### config.mk
export PLATFORM = sky130hd
export DESIGN_NAME = hbp_packer
export DESIGN_NICKNAME = d
export VERILOG_FILES = /design/src/design/hbp_pkg.sv /design/src/design/hbp_packer.sv
export SDC_FILE = /design/constraint.sdc
export NUM_CORES = 1
export LEC_CHECK = 0
export BUFFER_PORTS_ARGS = -buffer_cell sky130_fd_sc_hd__buf_4
export CORE_UTILIZATION = 30
export DETAILED_ROUTE_END_ITERATION = 7
export PLACE_DENSITY = 0.55
export SETUP_SLACK_MARGIN = 0.4
export SLEW_MARGIN = 5
export SYNTH_ARGS = -nofsm -noshare
export SYNTH_HDL_FRONTEND = slang
export SYNTH_SLANG_ARGS = --single-unit
### constraint.sdc
create_clock -name clk -period 4.95 [get_ports clk]
set_input_delay 0.99 -clock clk [delete_from_list [all_inputs] [get_ports clk]]
set_output_delay 0.99 -clock clk [all_outputs]
set_load 0.01 [all_outputs]
### src/design/hbp_pkg.sv
// Shared types and constants for the Huffman bit packer.
`default_nettype none

package hbp_pkg;

  localparam int CODE_W = 32;
  localparam int LEN_W  = 6;
  localparam int ACC_W  = 39;
  localparam int LEFT_W = 7;
  localparam int S_DATA_W = 48;

  localparam logic [1:0] OP_LOAD   = 2'd0;
  localparam logic [1:0] OP_ENCODE = 2'd1;
  localparam logic [1:0] OP_FLUSH  = 2'd2;

  localparam logic ST_DATA  = 1'b0;
  localparam logic ST_NOSYM = 1'b1;

  typedef struct packed {
    logic [LEN_W-1:0]  len;
    logic [CODE_W-1:0] code;
  } entry_t;

  typedef struct packed {
    logic   flush;
    logic   hit;
    entry_t entry;
  } lookup_t;

endpackage

`default_nettype wire

### src/design/hbp_packer.sv
// Bit accumulator that merges looked-up codes and shifts out one byte per cycle while the output is not stalled.
`default_nettype none

module hbp_packer (
  input  wire logic            clk,
  input  wire logic            rst,
  input  wire logic            in_valid,
  input  wire hbp_pkg::lookup_t lookup,
  output logic                 take,
  output logic                 m_tvalid,
  input  wire logic            m_tready,
  output logic [7:0]           m_tdata,  // out_byte
  output logic [0:0]           m_tuser,  // status
  output logic                 m_tlast
);
  import hbp_pkg::*;

  logic [ACC_W-1:0] acc;
  logic [LEN_W-1:0] cnt;
  logic             spec;
  logic             spec_err;

  logic [ACC_W-1:0] acc_next;
  logic [LEN_W-1:0] cnt_next;
  logic             spec_next;
  logic             spec_err_next;

  logic             pend;
  logic             out_free;
  logic             emit;
  logic             is_last;
  logic [7:0]       emit_byte;
  logic [7:0]       flush_src;
  logic [ACC_W-1:0] base_acc;
  logic [LEN_W-1:0] base_cnt;
  logic [LEFT_W-1:0] lo_bits;

  assign pend     = spec || (cnt >= LEN_W'(8));
  assign out_free = !m_tvalid || m_tready;
  assign emit     = pend && out_free;
  assign is_last  = spec || (cnt < LEN_W'(16));
  assign take     = in_valid && (!pend || (emit && is_last));
  assign flush_src = {1'b0, acc[LEFT_W-1:0]};

  always_comb begin
    if (spec && spec_err) begin
      emit_byte = 8'd0;
    end else if (spec) begin
      emit_byte = flush_src << (3'(4'd8 - {1'b0, cnt[2:0]}));
    end else begin
      emit_byte = 8'(acc >> (cnt - LEN_W'(8)));
    end
  end

  always_comb begin
    base_acc = acc;
    base_cnt = cnt;
    if (emit) begin
      if (spec && !spec_err) begin
        base_acc = '0;
        base_cnt = '0;
      end else if (!spec) begin
        base_cnt = cnt - LEN_W'(8);
      end
    end
    for (int i = 0; i < LEFT_W; i++) begin
      lo_bits[i] = base_acc[i] && (LEN_W'(i) < base_cnt);
    end
  end

  always_comb begin
    acc_next      = base_acc;
    cnt_next      = base_cnt;
    spec_next     = spec && !emit;
    spec_err_next = spec_err;
    if (take) begin
      if (lookup.flush) begin
        if (base_cnt != '0) begin
          spec_next     = 1'b1;
          spec_err_next = 1'b0;
        end
      end else if (!lookup.hit) begin
        spec_next     = 1'b1;
        spec_err_next = 1'b1;
      end else begin
        acc_next = (ACC_W'(lo_bits) << lookup.entry.len) | ACC_W'(lookup.entry.code);
        cnt_next = base_cnt + lookup.entry.len;
      end
    end
  end

  always_ff @(posedge clk) begin
    if (rst) begin
      acc      <= '0;
      cnt      <= '0;
      spec     <= 1'b0;
      spec_err <= 1'b0;
      m_tvalid <= 1'b0;
    end else begin
      acc      <= acc_next;
      cnt      <= cnt_next;
      spec     <= spec_next;
      spec_err <= spec_err_next;
      if (emit) begin
        m_tvalid <= 1'b1;
      end else if (m_tready) begin
        m_tvalid <= 1'b0;
      end
    end
  end

  always_ff @(posedge clk) begin
    if (emit) begin
      m_tdata <= emit_byte;
      m_tuser <= (spec && spec_err) ? ST_NOSYM : ST_DATA;
      m_tlast <= is_last;
    end
  end

endmodule

`default_nettype wire

# Word level (Yosys, flattened, before mapping)
# Cells that the tools add are included.
classes:
  muxes: 22
  reduce_logical: 24
  bitwise: 1
  n_lt_le_gt_ge: 9
  n_shift: 3
  n_eq_ne: 2
  addsub: 3
ops:
  columns: ["operator", "n"]
  rows:
  - ["$mux W39", 5]
  - ["$or A39 B32 Y39", 1]
  - ["$shl A7 B6 Y39", 1]
  - ["$shr A39 B6 Y8", 1]
  - ["$mux W6", 6]
  - ["$lt A3 B6 Y1 const A", 3]
  - ["$logic_and A1 B1 Y1", 13]
  - ["$lt A1 B6 Y1 const A", 2]
  - ["$lt A2 B6 Y1 const A", 2]
  - ["$mux W1", 10]
  - ["$mux W8", 1]
  - ["$shl A7 B3 Y8", 1]
  - ["$add A6 B6 Y6", 1]
  - ["$ge A6 B4 Y1 const B", 1]
  - ["$lt A6 B5 Y1 const B", 1]
  - ["$reduce_bool A6 Y1", 1]
  - ["$sub A6 B4 Y6 const B", 1]
  - ["$logic_not A1 Y1", 4]
  - ["$logic_or A1 B1 Y1", 4]
  - ["$ne A2 B1 Y1 const B", 2]
  - ["$reduce_and A3 Y1", 1]
  - ["$sub A1 B3 Y3 const A", 1]
  - ["$reduce_bool A2 Y1", 1]
word_totals:
  in_bits: 44
  wordCells: 72
  reg_bits: 58
  out_inout_bits: 12

# Longest topological paths before layout
# Gate-level depths: netlist (run 1).
logic_depth:
  ltp_word: 11
  ltp_mapped: 17
  mapped_depth_nobuf: 13

# Worst setup path before layout (run 1)
# Ideal clock, no wire load.
synth_timing:
  path_kind: "register to register"
  start: "register cnt[3]"
  end: "register acc[21]"
  stages_incl_launch_ff: 14
  setup_slack_ps: 1287
  synth_period_minus_slack_ps: 3663
  required_ps: 4817
  setup_time_ps: 133
  n_path_buf: 2
  arrival_time_ps: 3530
  cell_sequence: "dfxtp_1 > buf_1 > inv_2 > ha_1 > clkbuf_1 > nor2_1 > o31ai_1 > nand3_1 > nor4b_2 > a21oi_1 > a21oi_2 > o221ai_2 > a2111oi_0 > nor3_1"
synth_between:
  elab_chain_cells: 11
  word_cells_on_any_way: 33
  cone_classes: "1 x add/sub; 9 x order compare; 1 x shift; 7 x mux; 1 x bitwise; 14 x reduce/logical"
synth_lines:
  columns: ["element", "line", "text"]
  rows:
  - ["from (decl)", "hbp_packer.sv:19", "logic [LEN_W-1:0] cnt;"]
  - ["from (signal assigned)", "hbp_packer.sv:101", "cnt <= cnt_next;"]
  - ["$sub A6 B4 Y6 or $ge A6 B4 Y1 (tied branches)", "hbp_packer.sv:63, hbp_packer.sv:38", null]
  - ["$mux W6 or $logic_or A1 B1 Y1 (tied branches)", "hbp_packer.sv:62, hbp_packer.sv:38", null]
  - ["$mux W6 or $logic_and A1 B1 Y1 (tied branches)", "hbp_packer.sv:59, hbp_packer.sv:40", null]
  - ["$mux W6", "hbp_packer.sv:58", "if (emit) begin"]
  - ["$lt A1 B6 Y1, or another cell as far along", "hbp_packer.sv:67", "lo_bits[i] = base_acc[i] && (LEN_W'(i) < base_cnt);"]
  - ["$logic_and A1 B1 Y1", "hbp_packer.sv:67", null]
  - ["$shl A7 B6 Y39", "hbp_packer.sv:86", "acc_next = (ACC_W'(lo_bits) << lookup.entry.len) | ACC_W'(lookup.entry.code);"]
  - ["$or A39 B32 Y39", "hbp_packer.sv:86", null]
  - ["$mux W39", "hbp_packer.sv:82", "end else if (!lookup.hit) begin"]
  - ["$mux W39", "hbp_packer.sv:77", "if (lookup.flush) begin"]
  - ["$mux W39 (*)", "hbp_packer.sv:76", "if (take) begin"]
  - ["to (signal assigned)", "hbp_packer.sv:100", "acc <= acc_next;"]
  - ["to (decl)", "hbp_packer.sv:18", "logic [ACC_W-1:0] acc;"]
# Mark *: on every way between the ends. The rest lies on a longest branch, timed or not.
# A chain may end at the register's enable or synchronous reset.

# Worst setup path after layout (run 1)
# Ends and elaborated chain as after synthesis.

==> results of run 1 <==
==> kinds of logic (layout without fill, tap and decap cells) <==
| family | Yosys count | after routing | share of synthesized area (%) |
|---|---|---|---|
| flip-flops | 58 | 58 | 24.7 |
| adder cells (fa/ha/maj) | 9 | 9 | 2.35 |
| multiplexers | 68 | 68 | 22.4 |
| AO/OA/AOI/OAI | 197 | 197 | 25.6 |
| buffers and inverters | 71 | 99 | 5.60 |
| XOR/XNOR | 7 | 7 | 1.20 |
| AND/OR/NAND/NOR | 198 | 198 | 18.2 |
==> power breakdown <==
part	internal [W]	switching, W
registers	0.000588	0.000101
logic	0.000454	0.000634
clock network	0.000435	0.000253
==> synthesized netlist by cell type, types with 10 or more instances <==
library cell / count
o21ai_0: 26
inv_1: 18
nand2_1: 63
o22ai_1: 15
a22oi_1: 10
edfxtp_1: 10
clkbuf_1: 36
a211oi_1: 24
nor2_1: 57
a21oi_1: 61
mux2i_1: 25
nand3_1: 15
mux4_2: 34
buf_1: 11
dfxtp_1: 48
nor3_1: 19
nor2b_1: 10
==> worst max-delay path by stage <==
stage / end / slack (ps) / cells past startpoint
after global routing: acc[21] / 770 / 11
after floorplan: acc[21] / 1290 / 13
final: acc[21] / 1010 / 11
after CTS: acc[21] / 1080 / 11
after detailed placement: acc[21] / 1070 / 11
after global placement: acc[21] / 1070 / 11
==> flip-flops by register name, summed over array words and instances (netlist names) <==
| name | flops |
|---|---|
| m_tuser | 1 |
| m_tvalid | 1 |
| m_tdata | 8 |
| cnt | 6 |
| spec_err | 1 |
| m_tlast | 1 |
| spec | 1 |
| acc | 39 |
==> worst min-delay path: stages (launching register included) <==
cell	delay [ps]
dfxtp_1	330
nand2_1	60
o21ai_0	60
==> metal layers <==
layer | wire, um | vias up
li1 | - | 2357
met1 | 8070 | 2477
met2 | 7970 | 216
met3 | 1140 | 34
met4 | 436 | 0
met5 | 0 | -
==> metrics by stage <==
step	instances	setup slack [ps]	area (um2)	power, W	utilization (%)
floorplan	608	1290	5120	0.00146	-
finish	856	1010	5980	0.00247	35.9
global route	856	775	5980	0.00261	35.9
detailed placement	840	1070	5660	0.00178	34.0
global placement	840	1070	5660	0.00177	34.0
CTS	856	1080	5980	0.00247	35.9
==> cell type report <==
type                    instances  area [um2]
clock buffers                  11         264
clock inverters                 5        57.6
fillers                      1690       10700
inverters                      20        75.1
multi-input cells             479        3570
flip-flops and latches         58        1260
well taps                     220         275
repair buffers                 63         473
==> impl_metrics.json, run 1 <==
{
  "status": "complete, no violations",
  "synth.distinct_cells": 70,
  "critical_path_class": "flop to flop",
  "drt-pass1-iter-count": 5,
  "hold_class": "flop to flop",
  "finClkSkew_ps": 13.1,
  "cp.required_ps": 5170,
  "met1_usage_pct": 28.0,
  "synth-edff-count": 10,
  "dp.final_hpwl_um": 13200,
  "vdd_ir_drop_max_mv": 0.200,
  "netlist_instances": 608,
  "dieHeight_um": 133,
  "avgSynthCellArea_um2": 8.41,
  "cts_resized": 0,
  "cap_violations": 0,
  "cp_slowest_cell": "dfxtp_1",
  "startpoint": "cnt[3]",
  "die_w_um": 133,
  "use_met2_pct": 32.3,
  "cts_hold_buf": 0,
  "clk_pin_slew_ps": 60,
  "crit_family": "compound AO/OA/AOI/OAI gates",
  "ios": 56,
  "finalCriticalPeriod_ps": 3940,
  "grt_pass1_vias": 4811,
  "whs_ps": 502,
  "syn_nets": 661,
  "cts-root-buf": "clkbuf_16",
  "routedWlPerCell_um": 20.6,
  "final_antenna_net_count": 0,
  "pwr_density_cell_nw_per_um2": 412,
  "cp-end-kind": "flop",
  "start_util_pct": 30.7,
  "ys.warnings.count": 0,
  "worstMarginPinSlew_ps": 994,
  "grt_usage_pct": 20.6,
  "final_layout_size_suffix_gt1_share_pct": 22.0,
  "fin_crit_sh_pct": 79.6,
  "num_vias": 5084,
  "core_um2": 16600,
  "mostFrequentLayoutCells": "nand2_1 (63), buf_4 (63), a21oi_1 (61)",
  "final-setup-viol-count": 0,
  "cts_max_level": 3,
  "io_buffers": 55,
  "post_cts_buffers": 0,
  "route.detailed.drc": 0,
  "r2r_cells": 11,
  "vias_per_cell": 5.94,
  "grt.overflow.total": 0,
  "cts_tree": "built",
  "finalSetupTns_ps": 0,
  "use_met3_pct": 3.98,
  "clockBufferDepth": 2,
  "crit_path_start_kind": "flop",
  "wirelength_um": 17600,
  "synth_area_leaders": "dfxtp_1 (19%), mux4_2 (15%), a21oi_1 (6.0%)",
  "area_growth_pct": 16.9,
  "clkLatencyLatePin_ps": 350,
  "path_cells": "inv_2 -> ha_1 -> nor2_1 -> o31ai_1 -> nand3_1 -> nor4b_2 -> a21oi_1 -> a21oi_2 -> o221ai_2 -> a2111oi_0 -> nor3_1",
  "grt-busiest-layer": "met2",
  "synth_top_area_share_pct": 18.8,
  "grt_max_degree": 57,
  "hold_end": "acc[26]",
  "hp-start": "acc[26]",
  "p_leak_nw": 2.11,
  "cp.arrival_ps": 4160,
  "async_flop_share_pct": 0,
  "die_area_um2": 17600,
  "nets": 684,
  "rsz0062_at_grt": "no",
  "rrSetupSlack_ps": 1010,
  "worst-path-buf-inv": 1,
  "yosys.area.top_type": "dfxtp_1",
  "std_cell_rows": 47,
  "grt_pass1_wl_um": 27900,
  "cts_buffers": 9,
  "antenna_cells": 0,
  "r2r-start": "cnt[3]",
  "crit_fanout": 14,
  "antenna_found_initial": 0,
  "slowest_delay_ps": 770,
  "cts.sinks": 58,
  "synth_seq_cells": 58,
  "ys.flop_type": "dfxtp_1",
  "syn_area_um2": 5120,
  "place.gp.congestion": 0.929,
  "whs_path_depth": 2,
  "finalMaxSlewViolations": 0,
  "yosysSeqAreaShare_pct": 24.7,
  "relSlewSlack_pct": 33.2,
  "initialDrtViolationCount": 480,
  "worstReg2RegEnd": "acc[21]",
  "max_freq_mhz": 254,
  "hold_violations": 0
}
Power figures use the tool's default switching activity.
==> run 2, diff against run 1 <==
Clock period 4.95 ns to 3.9 ns, I/O delays scaled along.
==> run 2 against run 1 <==
Combinational power grew 39%; setup slack lost 330 ps; global-route usage up 1.1 points; worst hold slack lost 9.8 ps; clock-buffer cell count stayed put.
==> impl_metrics.json, run 2 (synthesis results as in run 1) <==
{
  "status": "complete, no violations",
  "top_register": "acc",
  "num_vias": 5201,
  "grt_usage_pct": 21.7,
  "seqPwrFrac_pct": 27.0,
  "clk_pin_slew_ps": 60,
  "p_sw_w": 0.00129,
  "vdd_ir_drop_max_mv": 0.247,
  "final_common_cell": "buf_4",
  "grt_pass1_wl_um": 29200,
  "r2r_cells": 12,
  "crit_path_start_kind": "flop",
  "relSlewSlack_pct": 30.9,
  "finalSetupTns_ps": 0,
  "finClkSkew_ps": 9.88,
  "drt-pass1-iter-count": 5,
  "slowest_delay_ps": 500,
  "grt_pass1_vias": 4961,
  "std_cell_rows": 47,
  "final-setup-viol-count": 0,
  "cts-root-buf": "clkbuf_16",
  "die_w_um": 133,
  "grt_max_degree": 57,
  "clockBufferDepth": 2,
  "largest_reg_flops": 39,
  "comb_power_share_pct": 48.0,
  "cp_slowest_cell": "mux4_2",
  "pwr_density_cell_nw_per_um2": 520,
  "critical_path_class": "flop to flop",
  "route.detailed.drc": 0,
  "rsz0062_at_grt": "no",
  "hold_class": "flop to flop",
  "cp.arrival_ps": 3470,
  "power.internal_w": 0.00186,
  "swShare_pct": 41.0,
  "antenna_cells": 0,
  "cp-end-kind": "flop",
  "cts_buffers": 9,
  "io_buffers": 55,
  "crit_fanout": 8,
  "path_cells": "inv_1 -> ha_1 -> or4b_4 -> a2111o_1 -> nand3_1 -> nor4b_2 -> buf_4 -> a21oi_1 -> a21oi_4 -> mux4_2 -> nand2b_4 -> o32ai_2",
  "mostFrequentLayoutCells": "buf_4 (71), nand2_1 (63), a21oi_1 (61)",
  "largest_registers": "acc x39, m_tdata x8, cnt x6",
  "p_clk_share_pct": 25.0,
  "die_area_um2": 17600,
  "whs_ps": 492,
  "cp.depth": 12,
  "start_util_pct": 30.7,
  "place.gp.congestion": 0.942,
  "routedWlPerCell_um": 21.4,
  "nets": 692,
  "grt.overflow.total": 0,
  "initialDrtViolationCount": 484,
  "p_leak_nw": 2.14,
  "worstReg2RegEnd": "acc[7]",
  "dieHeight_um": 133,
  "vias_per_cell": 6.02,
  "cts_max_level": 3,
  "hold_violations": 0,
  "startpoint": "cnt[4]",
  "crit_path_end": "acc[7]",
  "r2r-start": "cnt[4]",
  "fin_crit_sh_pct": 82.5,
  "cts.sinks": 58,
  "dp.final_hpwl_um": 13900,
  "wirelength_um": 18500,
  "cp.required_ps": 4160,
  "crit_family": "compound AO/OA/AOI/OAI gates",
  "core_um2": 16600,
  "cts_tree": "built",
  "worst-path-buf-inv": 2,
  "cap_violations": 0,
  "final_antenna_net_count": 0,
  "finalCriticalPeriod_ps": 3220,
  "max_freq_mhz": 311,
  "area_growth_pct": 18.4,
  "final_layout_size_suffix_gt1_share_pct": 23.9,
  "clkLatencyLatePin_ps": 340,
  "ios": 56,
  "antenna_found_initial": 0,
  "rrSetupSlack_ps": 680,
  "post_cts_buffers": 0,
  "finalMaxSlewViolations": 0,
  "worstMarginPinSlew_ps": 1030
}
## run 2: cell types whose count changed in the layout (fill, tap and decap cells not counted), moves of 2 or more
cell | previous run | this run
a2111oi_2 | 0 | 2
a2111oi_0 | 4 | 2
a311oi_2 | 0 | 2
buf_4 | 63 | 71
a311oi_1 | 4 | 2
## run 2: worst min path at each step
stage          slack [ps]  cells after the start  endpoint     from
6_report              490                      2   acc[34]  acc[34]
5_1_grt               540                      2   acc[34]  acc[34]
4_1_cts               490                      2   acc[34]  acc[34]
3_5_place_dp          490                      2   acc[34]  acc[34]
3_3_place_gp          480                      2   acc[34]  acc[34]
2_1_floorplan         450                      2   acc[10]  acc[10]
## run 2: what timing repair did
action / 4_1_cts / 5_1_grt
hold buffers: 0 / 0
resized for setup: 0 / 9
setup endpoints to repair: 0 / 14
## run 2: final cells by class
cell class                      count  area [um2]
Timing Repair Buffer               71         533
Tap cell                          220         275
Clock inverter                      5        35.0
Inverter                           20        75.1
Clock buffer                       11         264
Multi-Input combinational cell    479        3610
Sequential cell                    58        1260
Fill cell                        1730       10600
## run 2: worst min-delay path: cells and delay by family (launching register included)
family	cells	cell delay [ps]
compound gates	1	50
flops	1	330
simple gates	1	60
## run 2: power groups by stage
stage | Combinational [W] | Sequential [W] | Clock (W)
2_1_floorplan | 0.00102 | 0.000842 | 0
3_3_place_gp | 0.00145 | 0.000855 | 0
5_1_grt | 0.00164 | 0.000866 | 0.000826
6_report | 0.00151 | 0.000850 | 0.000788
3_5_place_dp | 0.00147 | 0.000861 | 0
4_1_cts | 0.00148 | 0.000848 | 0.000798
## run 2: routing by layer
layer	global-route usage, %	share of wire (%)	up-vias
met5	0	0	-
met3	3.87	6.4	34
met1	30.0	45	2546
li1	-	-	2380
met2	34.4	46	241
met4	6.13	2.0	0
## run 2: through the flow
stage,instance area (um2),utilization [%],total power [W],instances,worst slack (ps)
after floorplan,5120,-,0.00186,608,494
final,6060,36.4,0.00315,864,683
after global routing,6060,36.4,0.00333,864,376
after CTS,6020,36.2,0.00313,864,529
after global placement,5720,34.4,0.00230,848,482
after detailed placement,5720,34.4,0.00233,848,542
